File: src/rtl/ftl_pkg.sv
`default_nettype none
package ftl_pkg;

  typedef struct packed {
    logic [1:0] operation;
    logic [6:0] logical_page;
  } req_t;

  typedef struct packed {
    logic [1:0]  kind;
    logic [3:0]  src_block;
    logic [3:0]  src_page;
    logic [3:0]  dst_block;
    logic [3:0]  dst_page;
    logic [6:0]  moved_logical_page;
    logic [1:0]  status;
    logic [31:0] flash_write_count;
    logic        last;
  } rsp_t;

  localparam logic [1:0] OP_READ   = 2'd0;
  localparam logic [1:0] OP_WRITE  = 2'd1;
  localparam logic [1:0] OP_FORMAT = 2'd2;

  localparam logic [1:0] KIND_READ = 2'd0;
  localparam logic [1:0] KIND_MOVE = 2'd1;
  localparam logic [1:0] KIND_DONE = 2'd2;

  localparam logic [1:0] ST_OK       = 2'd0;
  localparam logic [1:0] ST_UNMAPPED = 2'd1;
  localparam logic [1:0] ST_NO_FREE  = 2'd2;
  localparam logic [1:0] ST_GC_FULL  = 2'd3;

  localparam logic [4:0] THRESHOLD_RESET = 5'd2;

  typedef enum logic [3:0] {
    S_IDLE,
    S_RD_OUT,
    S_BADWR,
    S_FORMAT,
    S_WR_OLD,
    S_WR_STALE,
    S_WR_PTR,
    S_SCAN_FREE,
    S_GC_SCAN,
    S_GC_READ,
    S_GC_MOVE,
    S_GC_ERASE,
    S_PROGRAM,
    S_FAIL
  } state_t;

endpackage
`default_nettype wire

File: src/rtl/page_mapping_ftl_with_greedy_gc_core.sv
`default_nettype none
// page-mapped flash translation engine with greedy garbage collection. one
// request is worked on at a time; in_stall is high while it runs. a write
// whose write block is full first does a round-robin free block search, or
// a collection: a victim scan over all blocks, a page map read for each page
// of the victim block with a move of each valid one, and then an erase. a
// result waits while an earlier result is held by out_stall. the logical map
// and the page owner/mark table live in single-port-write synchronous rams;
// their valid bits are flip-flops, so reset and format take effect at once.
module page_mapping_ftl_with_greedy_gc_core
  import ftl_pkg::*;
#(
  parameter int PAGES_PER_BLOCK = 10,
  parameter int PHYS_BLOCKS     = 16,
  parameter int LOGICAL_BLOCKS  = 8
) (
  input  wire logic       clk,
  input  wire logic       rst,
  input  wire logic       in_valid,
  output logic            in_stall,
  input  wire req_t       in_data,
  output logic            out_valid,
  input  wire logic       out_stall,
  output rsp_t            out_data,
  input  wire logic       cfg_valid,
  output logic            cfg_ready,
  input  wire logic [4:0] cfg_data
);

  localparam int LPAGES = LOGICAL_BLOCKS * PAGES_PER_BLOCK;
  localparam int PPAGES = PHYS_BLOCKS * PAGES_PER_BLOCK;
  localparam int BLK_W  = $clog2(PHYS_BLOCKS);
  localparam int PG_W   = $clog2(PAGES_PER_BLOCK);
  localparam int CNT_W  = $clog2(PAGES_PER_BLOCK + 2);
  localparam int FB_W   = $clog2(PHYS_BLOCKS + 1);
  localparam int LA_W   = $clog2(LPAGES);
  localparam int PA_W   = $clog2(PPAGES);
  localparam int LM_W   = BLK_W + PG_W;
  localparam int PM_W   = 9;

  function automatic logic [PA_W-1:0] paddr(input logic [BLK_W-1:0] blk,
                                            input logic [PG_W-1:0] pg);
    return PA_W'(int'(blk) * PAGES_PER_BLOCK + int'(pg));
  endfunction

  state_t state, state_next;

  logic [6:0]       lpn_r;
  logic [BLK_W-1:0] wb;
  logic [PG_W-1:0]  wp;
  logic             started;
  logic [FB_W-1:0]  fb;
  logic [BLK_W-1:0] spare;
  logic [31:0]      pw;
  logic [4:0]       thr;
  logic [CNT_W-1:0] bvc [PHYS_BLOCKS];
  logic [PHYS_BLOCKS-1:0] bfree;
  logic [LPAGES-1:0] lvalid;
  logic [PPAGES-1:0] pvalid;
  logic [BLK_W-1:0] scan_b;
  logic [BLK_W-1:0] scan_cnt;
  logic [CNT_W-1:0] best;
  logic [BLK_W-1:0] target;
  logic             found;
  logic [BLK_W-1:0] dst;
  logic [PG_W-1:0]  gi;
  logic [PG_W:0]    gpg;
  logic [1:0]       status_r;

  logic            lm_we;
  logic [LA_W-1:0] lm_waddr, lm_raddr;
  logic [LM_W-1:0] lm_wdata, lm_rdata;
  logic            pm_we;
  logic [PA_W-1:0] pm_waddr, pm_raddr;
  logic [PM_W-1:0] pm_wdata, pm_rdata;

  logic            accept, ofree, emit, pw_bump, fmt_go;
  rsp_t            emit_data;
  logic [LA_W-1:0] la_r;
  logic            in_range_r;
  logic [BLK_W-1:0] old_blk;
  logic [PG_W-1:0]  old_pg;
  logic [PA_W-1:0]  old_a, src_a;
  logic            pm_stale, pm_tag;
  logic [6:0]      pm_lpn;
  logic            do_stale, free_hit, gc_hit, gc_fnd, mv, scan_last;
  logic [BLK_W-1:0] scan_b_nx;
  logic [31:0]     pw_inc;
  logic [FB_W-1:0] fb_dec, fb_erase;

  ftl_ram #(.WIDTH(LM_W), .DEPTH(LPAGES)) u_lmap (
    .clk(clk), .we(lm_we), .waddr(lm_waddr), .wdata(lm_wdata),
    .raddr(lm_raddr), .rdata(lm_rdata)
  );

  ftl_ram #(.WIDTH(PM_W), .DEPTH(PPAGES)) u_pmap (
    .clk(clk), .we(pm_we), .waddr(pm_waddr), .wdata(pm_wdata),
    .raddr(pm_raddr), .rdata(pm_rdata)
  );

  assign in_stall   = (state != S_IDLE);
  assign cfg_ready  = 1'b1;
  assign accept     = in_valid && !in_stall;
  assign ofree      = !out_valid || !out_stall;
  assign la_r       = LA_W'(lpn_r);
  assign in_range_r = (32'(lpn_r) < LPAGES);
  assign old_blk    = lm_rdata[LM_W-1:PG_W];
  assign old_pg     = lm_rdata[PG_W-1:0];
  assign old_a      = paddr(old_blk, old_pg);
  assign src_a      = paddr(target, gi);
  assign pm_stale   = pm_rdata[8];
  assign pm_tag     = pm_rdata[7];
  assign pm_lpn     = pm_rdata[6:0];
  assign pw_inc     = (pw == 32'hFFFF_FFFF) ? pw : pw + 32'd1;
  assign fb_dec     = (fb != '0) ? fb - 1'b1 : fb;
  // return one block, take one: only a full count moves
  assign fb_erase   = (32'(fb) == PHYS_BLOCKS) ? FB_W'(PHYS_BLOCKS - 1) : fb;
  assign scan_last  = (32'(scan_b) == PHYS_BLOCKS - 1);
  assign scan_b_nx  = scan_last ? '0 : scan_b + 1'b1;
  assign do_stale   = pvalid[old_a] && !pm_stale;
  assign free_hit   = bfree[scan_b] && (scan_b != spare);
  assign gc_hit     = !bfree[scan_b] && (scan_b != spare) && (bvc[scan_b] < best);
  assign gc_fnd     = found || gc_hit;
  assign mv         = pvalid[src_a] && !pm_stale && (32'(gpg) < PAGES_PER_BLOCK);
  assign fmt_go     = (state == S_FORMAT) && ofree;

  always_comb begin
    state_next = state;
    lm_we      = 1'b0;
    lm_waddr   = la_r;
    lm_wdata   = {wb, wp};
    lm_raddr   = (state == S_IDLE) ? LA_W'(in_data.logical_page) : la_r;
    pm_we      = 1'b0;
    pm_waddr   = paddr(wb, wp);
    pm_wdata   = {1'b0, 1'b1, lpn_r};
    pm_raddr   = (state == S_GC_READ || state == S_GC_MOVE) ? src_a : old_a;
    emit       = 1'b0;
    pw_bump    = 1'b0;
    emit_data  = '0;
    emit_data.flash_write_count  = pw;
    emit_data.last               = 1'b1;
    emit_data.moved_logical_page = lpn_r;
    emit_data.kind               = KIND_DONE;
    unique case (state)
      S_IDLE: begin
        if (accept) begin
          case (in_data.operation)
            OP_READ:   state_next = S_RD_OUT;
            OP_WRITE:  state_next = (32'(in_data.logical_page) < LPAGES) ? S_WR_OLD : S_BADWR;
            OP_FORMAT: state_next = S_FORMAT;
            default:   state_next = S_IDLE;
          endcase
        end
      end
      S_RD_OUT: begin
        emit_data.kind = KIND_READ;
        if (in_range_r && lvalid[la_r]) begin
          emit_data.dst_block = 4'(old_blk);
          emit_data.dst_page  = 4'(old_pg);
          emit_data.status    = ST_OK;
        end else begin
          emit_data.status = ST_UNMAPPED;
        end
        if (ofree) begin
          emit       = 1'b1;
          state_next = S_IDLE;
        end
      end
      S_BADWR: begin
        emit_data.status = ST_UNMAPPED;
        if (ofree) begin
          emit       = 1'b1;
          state_next = S_IDLE;
        end
      end
      S_FORMAT: begin
        emit_data.moved_logical_page = '0;
        if (ofree) begin
          emit       = 1'b1;
          state_next = S_IDLE;
        end
      end
      S_WR_OLD: begin
        state_next = lvalid[la_r] ? S_WR_STALE : S_WR_PTR;
      end
      S_WR_STALE: begin
        if (do_stale) begin
          pm_we    = 1'b1;
          pm_waddr = old_a;
          pm_wdata = {1'b1, pm_rdata[7:0]};
        end
        state_next = S_WR_PTR;
      end
      S_WR_PTR: begin
        if (!started) begin
          state_next = S_PROGRAM;
        end else if (32'(wp) >= PAGES_PER_BLOCK - 1) begin
          state_next = (32'(fb) <= 32'(thr)) ? S_GC_SCAN : S_SCAN_FREE;
        end else begin
          state_next = S_PROGRAM;
        end
      end
      S_SCAN_FREE: begin
        if (free_hit) begin
          state_next = S_PROGRAM;
        end else if (32'(scan_cnt) == PHYS_BLOCKS - 1) begin
          state_next = S_FAIL;
        end
      end
      S_GC_SCAN: begin
        if (scan_last) begin
          state_next = gc_fnd ? S_GC_READ : S_FAIL;
        end
      end
      S_GC_READ: begin
        state_next = S_GC_MOVE;
      end
      S_GC_MOVE: begin
        emit_data.kind               = KIND_MOVE;
        emit_data.src_block          = 4'(target);
        emit_data.src_page           = 4'(gi);
        emit_data.dst_block          = 4'(dst);
        emit_data.dst_page           = 4'(gpg);
        emit_data.moved_logical_page = pm_tag ? pm_lpn : 7'd0;
        emit_data.status             = ST_OK;
        emit_data.flash_write_count  = pw_inc;
        emit_data.last               = 1'b0;
        if (!mv || ofree) begin
          if (mv) begin
            emit     = 1'b1;
            pw_bump  = 1'b1;
            pm_we    = 1'b1;
            pm_waddr = paddr(dst, gpg[PG_W-1:0]);
            pm_wdata = {1'b0, pm_tag, pm_tag ? pm_lpn : 7'd0};
            lm_we    = pm_tag;
            lm_waddr = LA_W'(pm_lpn);
            lm_wdata = {dst, gpg[PG_W-1:0]};
          end
          state_next = (32'(gi) == PAGES_PER_BLOCK - 1) ? S_GC_ERASE : S_GC_READ;
        end
      end
      S_GC_ERASE: begin
        state_next = (32'(gpg) >= PAGES_PER_BLOCK) ? S_FAIL : S_PROGRAM;
      end
      S_PROGRAM: begin
        emit_data.dst_block         = 4'(wb);
        emit_data.dst_page          = 4'(wp);
        emit_data.status            = ST_OK;
        emit_data.flash_write_count = pw_inc;
        if (ofree) begin
          emit       = 1'b1;
          pw_bump    = 1'b1;
          pm_we      = 1'b1;
          lm_we      = 1'b1;
          state_next = S_IDLE;
        end
      end
      S_FAIL: begin
        emit_data.status = status_r;
        if (ofree) begin
          emit       = 1'b1;
          state_next = S_IDLE;
        end
      end
      default: state_next = S_IDLE;
    endcase
  end

  always_ff @(posedge clk) begin
    if (rst) begin
      state <= S_IDLE;
    end else begin
      state <= state_next;
    end
  end

  always_ff @(posedge clk) begin
    if (rst) begin
      out_valid <= 1'b0;
      pw        <= '0;
      thr       <= THRESHOLD_RESET;
    end else begin
      if (emit) begin
        out_valid <= 1'b1;
      end else if (!out_stall) begin
        out_valid <= 1'b0;
      end
      if (pw_bump) begin
        pw <= pw_inc;
      end
      if (cfg_valid && cfg_ready) begin
        thr <= cfg_data;
      end
    end
  end

  always_ff @(posedge clk) begin
    if (emit) begin
      out_data <= emit_data;
    end
    if (accept) begin
      lpn_r <= in_data.logical_page;
    end
  end

  always_ff @(posedge clk) begin
    if (rst || fmt_go) begin
      lvalid  <= '0;
      pvalid  <= '0;
      bfree   <= '1;
      for (int b = 0; b < PHYS_BLOCKS; b++) begin
        bvc[b] <= '0;
      end
      wb      <= '0;
      wp      <= '0;
      started <= 1'b0;
      fb      <= FB_W'(PHYS_BLOCKS);
      spare   <= BLK_W'(PHYS_BLOCKS - 1);
    end else begin
      case (state)
        S_WR_STALE: begin
          if (do_stale && bvc[old_blk] != '0) begin
            bvc[old_blk] <= bvc[old_blk] - 1'b1;
          end
        end
        S_WR_PTR: begin
          if (!started) begin
            started  <= 1'b1;
            wb       <= '0;
            wp       <= '0;
            bfree[0] <= 1'b0;
            bvc[0]   <= '0;
            fb       <= fb_dec;
          end else if (32'(wp) >= PAGES_PER_BLOCK - 1) begin
            // victim scan starts at block zero, free search at the write block
            scan_b   <= (32'(fb) <= 32'(thr)) ? '0 : wb;
            scan_cnt <= '0;
            best     <= CNT_W'(PAGES_PER_BLOCK + 1);
            found    <= 1'b0;
          end else begin
            wp <= wp + 1'b1;
          end
        end
        S_SCAN_FREE: begin
          if (free_hit) begin
            wb            <= scan_b;
            wp            <= '0;
            bfree[scan_b] <= 1'b0;
            bvc[scan_b]   <= '0;
            fb            <= fb_dec;
          end else begin
            scan_cnt <= scan_cnt + 1'b1;
            scan_b   <= scan_b_nx;
            status_r <= ST_NO_FREE;
          end
        end
        S_GC_SCAN: begin
          if (gc_hit) begin
            best   <= bvc[scan_b];
            target <= scan_b;
            found  <= 1'b1;
          end
          scan_b <= scan_b_nx;
          if (scan_last) begin
            if (gc_fnd) begin
              dst          <= spare;
              bfree[spare] <= 1'b0;
              bvc[spare]   <= '0;
              gpg          <= '0;
              gi           <= '0;
            end else begin
              status_r <= ST_NO_FREE;
            end
          end
        end
        S_GC_MOVE: begin
          if (!mv || ofree) begin
            if (mv) begin
              bvc[dst] <= bvc[dst] + 1'b1;
              pvalid[paddr(dst, gpg[PG_W-1:0])] <= 1'b1;
              if (pm_tag) begin
                lvalid[LA_W'(pm_lpn)] <= 1'b1;
              end
              gpg <= gpg + 1'b1;
            end
            gi <= gi + 1'b1;
          end
        end
        S_GC_ERASE: begin
          for (int j = 0; j < PAGES_PER_BLOCK; j++) begin
            pvalid[paddr(target, PG_W'(j))] <= 1'b0;
          end
          bvc[target]   <= '0;
          bfree[target] <= 1'b1;
          fb            <= fb_erase;
          spare         <= target;
          wb            <= dst;
          if (32'(gpg) >= PAGES_PER_BLOCK) begin
            wp       <= PG_W'(PAGES_PER_BLOCK - 1);
            status_r <= ST_GC_FULL;
          end else begin
            wp <= gpg[PG_W-1:0];
          end
        end
        S_PROGRAM: begin
          if (ofree) begin
            pvalid[paddr(wb, wp)] <= 1'b1;
            bvc[wb]               <= bvc[wb] + 1'b1;
            lvalid[la_r]          <= 1'b1;
          end
        end
        S_FAIL: begin
          if (ofree) begin
            lvalid[la_r] <= 1'b0;
          end
        end
        default: begin
        end
      endcase
    end
  end

endmodule
`default_nettype wire

File: src/rtl/ftl_ram.sv
`default_nettype none
module ftl_ram #(
  parameter int WIDTH = 8,
  parameter int DEPTH = 16
) (
  input  wire logic                     clk,
  input  wire logic                     we,
  input  wire logic [$clog2(DEPTH)-1:0] waddr,
  input  wire logic [WIDTH-1:0]         wdata,
  input  wire logic [$clog2(DEPTH)-1:0] raddr,
  output logic      [WIDTH-1:0]         rdata
);

  logic [WIDTH-1:0] mem [DEPTH];

  always_ff @(posedge clk) begin
    if (we) begin
      mem[waddr] <= wdata;
    end
    rdata <= mem[raddr];
  end

endmodule
`default_nettype wire

File: config.mk
export PLATFORM = sky130hd
export DESIGN_NAME = page_mapping_ftl_with_greedy_gc_core
export DESIGN_NICKNAME = d
export VERILOG_FILES = /design/src/rtl/ftl_pkg.sv /design/src/rtl/page_mapping_ftl_with_greedy_gc_core.sv /design/src/rtl/ftl_ram.sv
export SDC_FILE = /design/constraint.sdc
export NUM_CORES = 2
export LEC_CHECK = 0
export ABC_CLOCK_PERIOD_IN_PS = 12400
export BUFFER_PORTS_ARGS = -buffer_cell sky130_fd_sc_hd__buf_2
export CAP_MARGIN = 5
export CORE_MARGIN = 4
export CORE_UTILIZATION = 46
export CTS_CLUSTER_SIZE = 14
export DETAILED_ROUTE_END_ITERATION = 6
export HOLD_SLACK_MARGIN = 0.05
export SLEW_MARGIN = 40
export SYNTH_ARGS = -nofsm -noshare
export SYNTH_HDL_FRONTEND = slang
export SYNTH_SLANG_ARGS = --single-unit
File: constraint.sdc
create_clock -name clk -period 12.4 [get_ports clk]
set_input_delay 0.62 -clock clk [delete_from_list [all_inputs] [get_ports clk]]
set_output_delay 0.62 -clock clk [all_outputs]
set_load 0.03 [all_outputs]
======== Yosys cells after proc, flatten, opt, wreduce, memory -nomap -nowiden ========
Memory sizes are Yosys's and may differ from the RTL's. A register that Yosys moved wholly into a read port is not among the register bits.
Index checks and enable logic that the tools add are counted.
storage, ports and cells
  bits in registers ....................... 415
  word-level logic and storage cells ...... 468
  input bits .............................. 19
  memory bits (writable) .................. 2144
  memories ................................ 3
  output and inout port bits .............. 63
cells by class
  eq/ne operators ......................... 42
  add/subtract/negate cells ............... 23
  bitwise gates (word level) .............. 33
  order comparisons ....................... 43
  muxes and demuxes ....................... 212
  reduce and logical (&&, ||, !) cells .... 76
  $mul .................................... 4
memory list
  name        words  bits a word  read ports  clocked after Yosys merged registers in  write ports  line                                        text
  u_pmap.mem  160    9            1           1                                        1            ftl_ram.sv:14                               logic [WIDTH-1:0] mem [DEPTH];
  u_lmap.mem  80     8            1           1                                        1            ftl_ram.sv:14
  bvc         16     4            4           3                                        16           page_mapping_ftl_with_greedy_gc_core.sv:56  logic [CNT_W-1:0] bvc [PHYS_BLOCKS];
operator list
  kind                 count
  $and 160x160->160    10
  $not 160->160        9
  $mux 160             3
  $pmux 160 s3         1
  $mux 80              5
  $or 160x160->160     2
  $pmux 80 s3          1
  $mux 4               46
  $not 159->160        1
  $or 80x80->80        2
  $lt 8x9->1 const B   14
  $ge 8x1->1 const B   12
  $demux 1 s8          11
  $and 80x80->80       1
  $mux 8               10
  $not 80->80          1
  $mux 1               74
  $mux 32              2
  $mux 16              3
  $pmux 15 s3          1
  $add 8x4->8 const B  5
  $mux 5               8
  $pmux 4 s10          1
  $eq 4x4->1 const B   9
  76 further kinds     201

======== Depth between registers and ports, before layout ========
  word-level depth ........................ 17
  gate-level depth with buffers ........... 21
  depth with buffers taken out ............ 14

======== By module ========
From an unflattened synthesis, not the netlist that was laid out.
second synthesis, totals
  cell total of the unflattened synthesis .. 7591
  area total of the unflattened synthesis .. 115171.7 um^2
modules (own cells, without submodules)
  module                                seq. area each (um^2)  cells each  area an instance (um^2)  instances
  ftl_ram at u_pmap                     43421.6                2720        56396.6                  1
  page_mapping_ftl_with_greedy_gc_core  11431.0                3759        33867.5                  1
  ftl_ram at u_lmap                     19378.6                1112        24907.6                  1

======== Least setup slack after synthesis ========
OpenSTA, ideal clock, no wires.
  kind .................................... register -> register
  start point ............................. reg u_lmap.rdata[5] (read register of u_lmap.mem)
  end point ............................... mem u_pmap.mem[0][0] (netlist name), data pin
  buffers on the path ..................... 3
  required time ........................... 11.785 ns
  cell stages (with the launch flop) ...... 16
  arrival ................................. 9.600 ns
  setup time .............................. 0.615 ns
  setup slack ............................. 2.185 ns
  period minus slack after synthesis ...... 10.215 ns
  cells stage by stage .................... dfxtp_1 -> clkbuf_1 -> clkbuf_1 -> inv_1 -> fa_1 -> xor2_1 -> buf_6 -> mux4_2 -> o211ai_2 -> nand4_1 -> or4_1 -> o211ai_2 -> nor2_4 -> nor2_1 -> a21o_1 -> a22o_1
between the ends
  longest elaborated chain between the ends .. 7
RTL lines
  what                          line                                         text
  start: declaration            ftl_ram.sv:11                                output logic [WIDTH-1:0] rdata
  $mul 4x3->7                   page_mapping_ftl_with_greedy_gc_core.sv:43   return PA_W'(int'(blk) * PAGES_PER_BLOCK + int'(pg));
  $add 8x4->8                   page_mapping_ftl_with_greedy_gc_core.sv:43
  $bmux 1 s8                    page_mapping_ftl_with_greedy_gc_core.sv:120  assign do_stale = pvalid[old_a] && !pm_stale;
  $mux 1 (implied by the code)  page_mapping_ftl_with_greedy_gc_core.sv:120
  $logic_and 1x1->1             page_mapping_ftl_with_greedy_gc_core.sv:120
  $mux 9                        page_mapping_ftl_with_greedy_gc_core.sv:187  if (do_stale) begin
  $pmux 9 s2                    page_mapping_ftl_with_greedy_gc_core.sv:144  unique case (state)
  named net pm_wdata[0]         page_mapping_ftl_with_greedy_gc_core.sv:75   logic [PM_W-1:0] pm_wdata, pm_rdata;
  end: declaration              ftl_ram.sv:14
The timed path passes the listed nets, and every way through them passes these cells. The select of a mux whose other input is x is not followed.

======== Final worst setup path ========
  start point ............................. reg target[3]
  end point ............................... mem u_pmap.mem[79][5] (netlist name), data pin
between the ends
  longest elaborated chain between the ends .. 10
  elaborated cells on any way between the ends .. 11
  those cells by class .................... add/sub: 1; mul: 1; mux: 5; reduce/logical: 4
RTL lines
  what                               line                                         text
  start: declaration                 page_mapping_ftl_with_greedy_gc_core.sv:63   logic [BLK_W-1:0] target;
  start signal: assignment           page_mapping_ftl_with_greedy_gc_core.sv:360  target <= scan_b;
  $mul 4x3->7 *                      page_mapping_ftl_with_greedy_gc_core.sv:43
  $add 8x5->8 *                      page_mapping_ftl_with_greedy_gc_core.sv:43
  $bmux 1 s8 *                       page_mapping_ftl_with_greedy_gc_core.sv:124  assign mv = pvalid[src_a] && !pm_stale && (32'(gpg) < PAGES_PER_BLOCK);
  $mux 1 (implied by the code) *     page_mapping_ftl_with_greedy_gc_core.sv:124
  $logic_and 1x1->1 * (2 in series)  page_mapping_ftl_with_greedy_gc_core.sv:124
  $logic_not 1->1                    page_mapping_ftl_with_greedy_gc_core.sv:228  if (!mv || ofree) begin
  $logic_or 1x1->1                   page_mapping_ftl_with_greedy_gc_core.sv:228
  $mux 8 *                           page_mapping_ftl_with_greedy_gc_core.sv:228
  $pmux 9 s2 *                       page_mapping_ftl_with_greedy_gc_core.sv:144
  named net pm_wdata[5]              page_mapping_ftl_with_greedy_gc_core.sv:75
Mark *: on every way through the listed nets, which the timed path passes. The rest lies on a longest branch. The select of a mux whose other input is x is not followed.

==> tab_implementation.tex <==
\begin{tabular}{lr}
\hline
Metric & Value \\
\hline
\multicolumn{2}{l}{\textbf{Finish}} \\
\quad Final cell area excluding filler cells & 0.129 mm2 \\
\quad Area taken by multi-input logic gates & $\sim$0.04 mm2 \\
\quad Area overhead of the layout relative to synthesis & 12.8\% \\
\quad Share of cells above drive strength 1 & 19.7\% \\
\quad Flip-flop and latch area & 0.0742 mm2 \\
\quad Nets & 8021 \\
\quad Final standard cell count with taps included and fillers excluded & 11500 \\
\quad Filler Cells Inserted & 20300 \\
\multicolumn{2}{l}{\textbf{Routing}} \\
\quad Metal2 WL & 156000 um \\
\quad Wire length reported by the detailed router & 346000 um \\
\quad Final routed wire length divided by cell count & 30.1 um \\
\quad Remaining design rule violation count & 51 \\
\quad M1 wire length & approximately 140000 um \\
\quad Detail Route Antenna Nets & 0 \\
\quad Via count of the routed design & 74300 \\
\quad Highest routing layer actually used & met5 \\
\quad Vias per std cell & 6.47 \\
\quad Drt first-iter violations & 10200 \\
\quad TritonRoute pass-1 iters & 7 \\
\quad Met3 Routed Length & 35400 um \\
\multicolumn{2}{l}{\textbf{STA}} \\
\quad Slew headroom & between 30\% and 40\% \\
\quad Number of max-slew violations in the final report & 0 \\
\quad Final count of negative-setup-slack endpoints & 0 \\
\quad Setup skew after layout & about 78 ps \\
\quad RSZ-0062 raised after global routing & false \\
\quad Accumulated negative setup slack & 0 ps \\
\quad Post-layout minimum cycle time & roughly 8100 ps \\
\quad Hold violation count in the final report & 0 \\
\quad Maximum frequency from static timing analysis & 124 MHz \\
\quad Transition time at the pin with the least slew margin & 988 ps \\
\quad Final worst-path cycle share & 65.1\% \\
\multicolumn{2}{l}{\textbf{Clock tree}} \\
\quad Root buffer selected by CTS & sky130\_fd\_sc\_hd\_\_clkbuf\_16 \\
\quad Number of CTS-inserted buffers & 291 \\
\quad Number of buffers between clock root and the deepest sink & 4 \\
\quad CTS clock-pin slew for the worst setup and hold paths & around 60 ps \\
\quad Worst-skew pair later-pin latency & 950 ps \\
\quad TritonCTS Sinks & 2587 \\
\quad H-tree depth & 5 \\
\quad Clock tree from TritonCTS & yes \\
\quad Count of buffers added by post-CTS timing repair for setup & 0 \\
\quad Gates resized, CTS repair & 0 \\
\quad Quantity of hold-fixing buffers added after cts & 18 \\
\multicolumn{2}{l}{\textbf{Floorplan}} \\
\quad Initial cell density of the core & 46.2\% \\
\quad Die X-Extent & 507 um \\
\quad Site Rows & between 150 and 200 \\
\quad Die Span Y & 507 um \\
\quad Die Area & 0.257 mm2 \\
\quad Num ports & 82 \\
\quad Area of the core region & 0.248 mm2 \\
\multicolumn{2}{l}{\textbf{Setup path}} \\
\quad Critical path peak fanout & 63 \\
\quad Capturing element type of the critical path & flip-flop \\
\quad Cells along the critical path & ha\_1 > ha\_1 > fa\_1 > nor2b\_1 > o21ai\_2 > nand2\_1 > or4\_1 > o32ai\_1 > o21a\_4 > nand2\_1 > nor3\_4 > buf\_4 > a21o\_1 > a22o\_4 > buf\_4 > buf\_4 \\
\quad Worst setup path class & flip-flop to flip-flop \\
\quad Required time reported for the critical path endpoint & roughly 13000 ps \\
\quad Most frequent cell on the critical path & sky130\_fd\_sc\_hd\_\_buf\_4 \\
\quad Arrival time worst endpoint & about 8700 ps \\
\quad Buf/Inv on CP & 3 \\
\quad Cell with the biggest individual delay on the critical path & sky130\_fd\_sc\_hd\_\_fa\_1 \\
\quad Cell family with the largest share of critical-path delay & compound AO/OA/AOI/OAI gates \\
\quad Largest stage delay, worst path & 880 ps \\
\quad Startpoint type of the worst setup path & flip-flop \\
\multicolumn{2}{l}{\textbf{Logic synthesis}} \\
\quad Post-synthesis sequential element count & 2587 \\
\quad Seq/Total Area, Yosys & 64.7\% \\
\quad Netlist area before placement & 0.115 mm2 \\
\quad Average cell area after synthesis & 14.5 um2 \\
\quad Dominant register cell in the synthesized netlist & sky130\_fd\_sc\_hd\_\_edfxtp\_1 \\
\quad Number of enable-type register cells in the synthesized netlist & 2242 \\
\quad Net count after synthesis & 7996 \\
\quad Number of instances in the synthesized netlist & about 7900 \\
\quad Ys async rst share & 0\% \\
\quad Post-synth cell types & 97 \\
\quad Warnings, synthesis & 0 \\
\multicolumn{2}{l}{\textbf{Global route}} \\
\quad Initial antenna violation count & 16 \\
\quad Overflow left after global routing & 0 \\
\quad Total Routing Usage GR & a little over a quarter \\
\quad Global-route wire length before repair & a little over 500000 um \\
\quad Vias in the first global route & 71300 \\
\quad Maximum number of pins on one net before global-route repair & 162 \\
\multicolumn{2}{l}{\textbf{Worst hold path}} \\
\quad Hold/Removal Path Class & input pin to flip-flop \\
\multicolumn{2}{l}{\textbf{Outcome}} \\
\quad Status & complete, but fails checks \\
\quad Violated checks & DRC \\
\multicolumn{2}{l}{\textbf{Place}} \\
\quad Number of cells in the design after placement & approximately 11000 \\
\quad I/O Buffers & 80 \\
\quad Placer congestion estimate & 0.955 \\
\quad Total placed instance area & 0.120 mm2 \\
\quad Post-detailed-placement half-perimeter wirelength & between 200000 and 250000 um \\
\multicolumn{2}{l}{\textbf{Power and ir drop}} \\
\quad Worst-case vdd ir drop & 0.357 mV \\
\quad Power per unit of standard cell area & $\sim$230 mW/mm2 \\
\quad Standby leakage power & 40.9 nW \\
\multicolumn{2}{l}{\textbf{Job}} \\
\quad Max cap viols & 0 \\
\hline
\end{tabular}
## report_power, final
group | total (mW) | switching [mW] | internal [mW]
combinational | 11.7 | 7.87 | 3.81
sequential | 9.81 | 0.144 | 9.67
clock | 8.44 | 3.46 | 4.98
## metrics by stage
stage          util (%)  setup slack, ps  power [mW]  hold slack, ps
2_1_floorplan         -             2180        17.2             424
3_3_place_gp       47.9             4040        21.4             459
3_5_place_dp       48.1             4380        21.5             466
4_1_cts            51.9             4400        29.9             158
5_1_grt            52.1             3930        31.0             255
6_report           52.1             4330        29.9             246
## cell usage after synthesis (all sizes together), types with 36 or more instances
| cell | count | area [um2] |
|---|---|---|
| nand4 | 43 | 284 |
| nor3 | 213 | 1140 |
| a31oi | 111 | 694 |
| mux2 | 48 | 541 |
| nand3 | 149 | 746 |
| a21oi | 413 | 2070 |
| a22oi | 36 | 270 |
| a311oi | 92 | 806 |
| xor2 | 55 | 489 |
| dfxtp | 345 | 6910 |
| a211oi | 181 | 1360 |
| a222oi | 41 | 410 |
| clkbuf | 419 | 1570 |
| mux2i | 98 | 981 |
| mux4 | 630 | 14200 |
| ha | 57 | 713 |
| nand2 | 775 | 2910 |
| nor2 | 530 | 2000 |
| and3 | 51 | 319 |
| nor2b | 77 | 482 |
| buf | 139 | 722 |
| o22ai | 243 | 1520 |
| o21ai | 238 | 1190 |
| inv | 76 | 285 |
| edfxtp | 2242 | 67300 |
| xnor2 | 63 | 567 |
| and2 | 149 | 935 |
## worst register-to-register path: cells and delay by family (launching register included)
kind	cells	cell delay, ps
buffers and inverters	3	1950
AO/OA/AOI/OAI	5	1940
AND/OR/NAND/NOR	5	1610
adder cells (fa/ha/maj)	3	1470
flip-flops	1	740
## kinds of logic after synthesis
kind of cell	after synthesis	synth area share (%)
AOI/OAI and AO/OA	1605	9.15
muxes	776	13.7
buffers and inverters	636	2.26
and+or+nand+nor	2124	8.50
adders and majority gates	65	0.761
DFF	2587	64.7
xor gates and xnor gates	118	0.921
other	1	0.00327
## flip-flops by register name, summed over array words and instances, names as in the netlist, 5 cells and up, named ones only
register,count
u_lmap.rdata,8
thr,5
u_pmap.rdata,9
bfree,16
u_pmap.mem,1440
u_lmap.mem,640
pw,32
lvalid,80
bvc,64
out_data,60
gpg,5
la_r,7
pvalid,160
fb,5
## routing by layer
layer	up-vias	GRT usage (%)
met5	-	0
met4	8	9.10
met3	740	5.92
met2	4234	39.7
met1	37900	38.1
li1	31400	-
## cells in the final DEF, fill, tap and decap left out, types with 108 or more instances in the layout
cell type	netlist	layout
sky130_fd_sc_hd__nand3_1	149	148
sky130_fd_sc_hd__and2_1	146	146
sky130_fd_sc_hd__edfxtp_1	2242	2242
sky130_fd_sc_hd__o21ai_0	228	219
sky130_fd_sc_hd__nor2_1	529	490
sky130_fd_sc_hd__dfxtp_1	345	342
sky130_fd_sc_hd__o22ai_1	243	242
sky130_fd_sc_hd__a21oi_1	413	406
sky130_fd_sc_hd__buf_4	11	152
sky130_fd_sc_hd__clkbuf_16	0	297
sky130_fd_sc_hd__a31oi_1	111	108
sky130_fd_sc_hd__nor3_1	199	133
sky130_fd_sc_hd__a211oi_1	180	180
sky130_fd_sc_hd__mux4_2	630	630
sky130_fd_sc_hd__nand2_1	775	767
## cell type report
type                            instances  share of cell area [%]
Sequential cell                      2587                    57.4
Antenna cell                           11                  0.0213
Multi-Input combinational cell       4689                    30.2
Clock inverter                        159                    1.20
Clock buffer                          348                    5.94
Tap cell                             3330                    3.22
Inverter                               78                   0.226
Timing Repair Buffer                  290                    1.85
## final timing paths
check	from	end	slack (ps)	depth (start not counted)
max	target[3]	u_pmap.mem[79][5]	4330	16
min	out_stall	out_valid	250	4
max reg2reg	target[3]	u_pmap.mem[79][5]	4330	16
min reg2reg	lvalid[34]	lvalid[34]	470	2
Note: power is estimated with default switching activity, not from simulation.
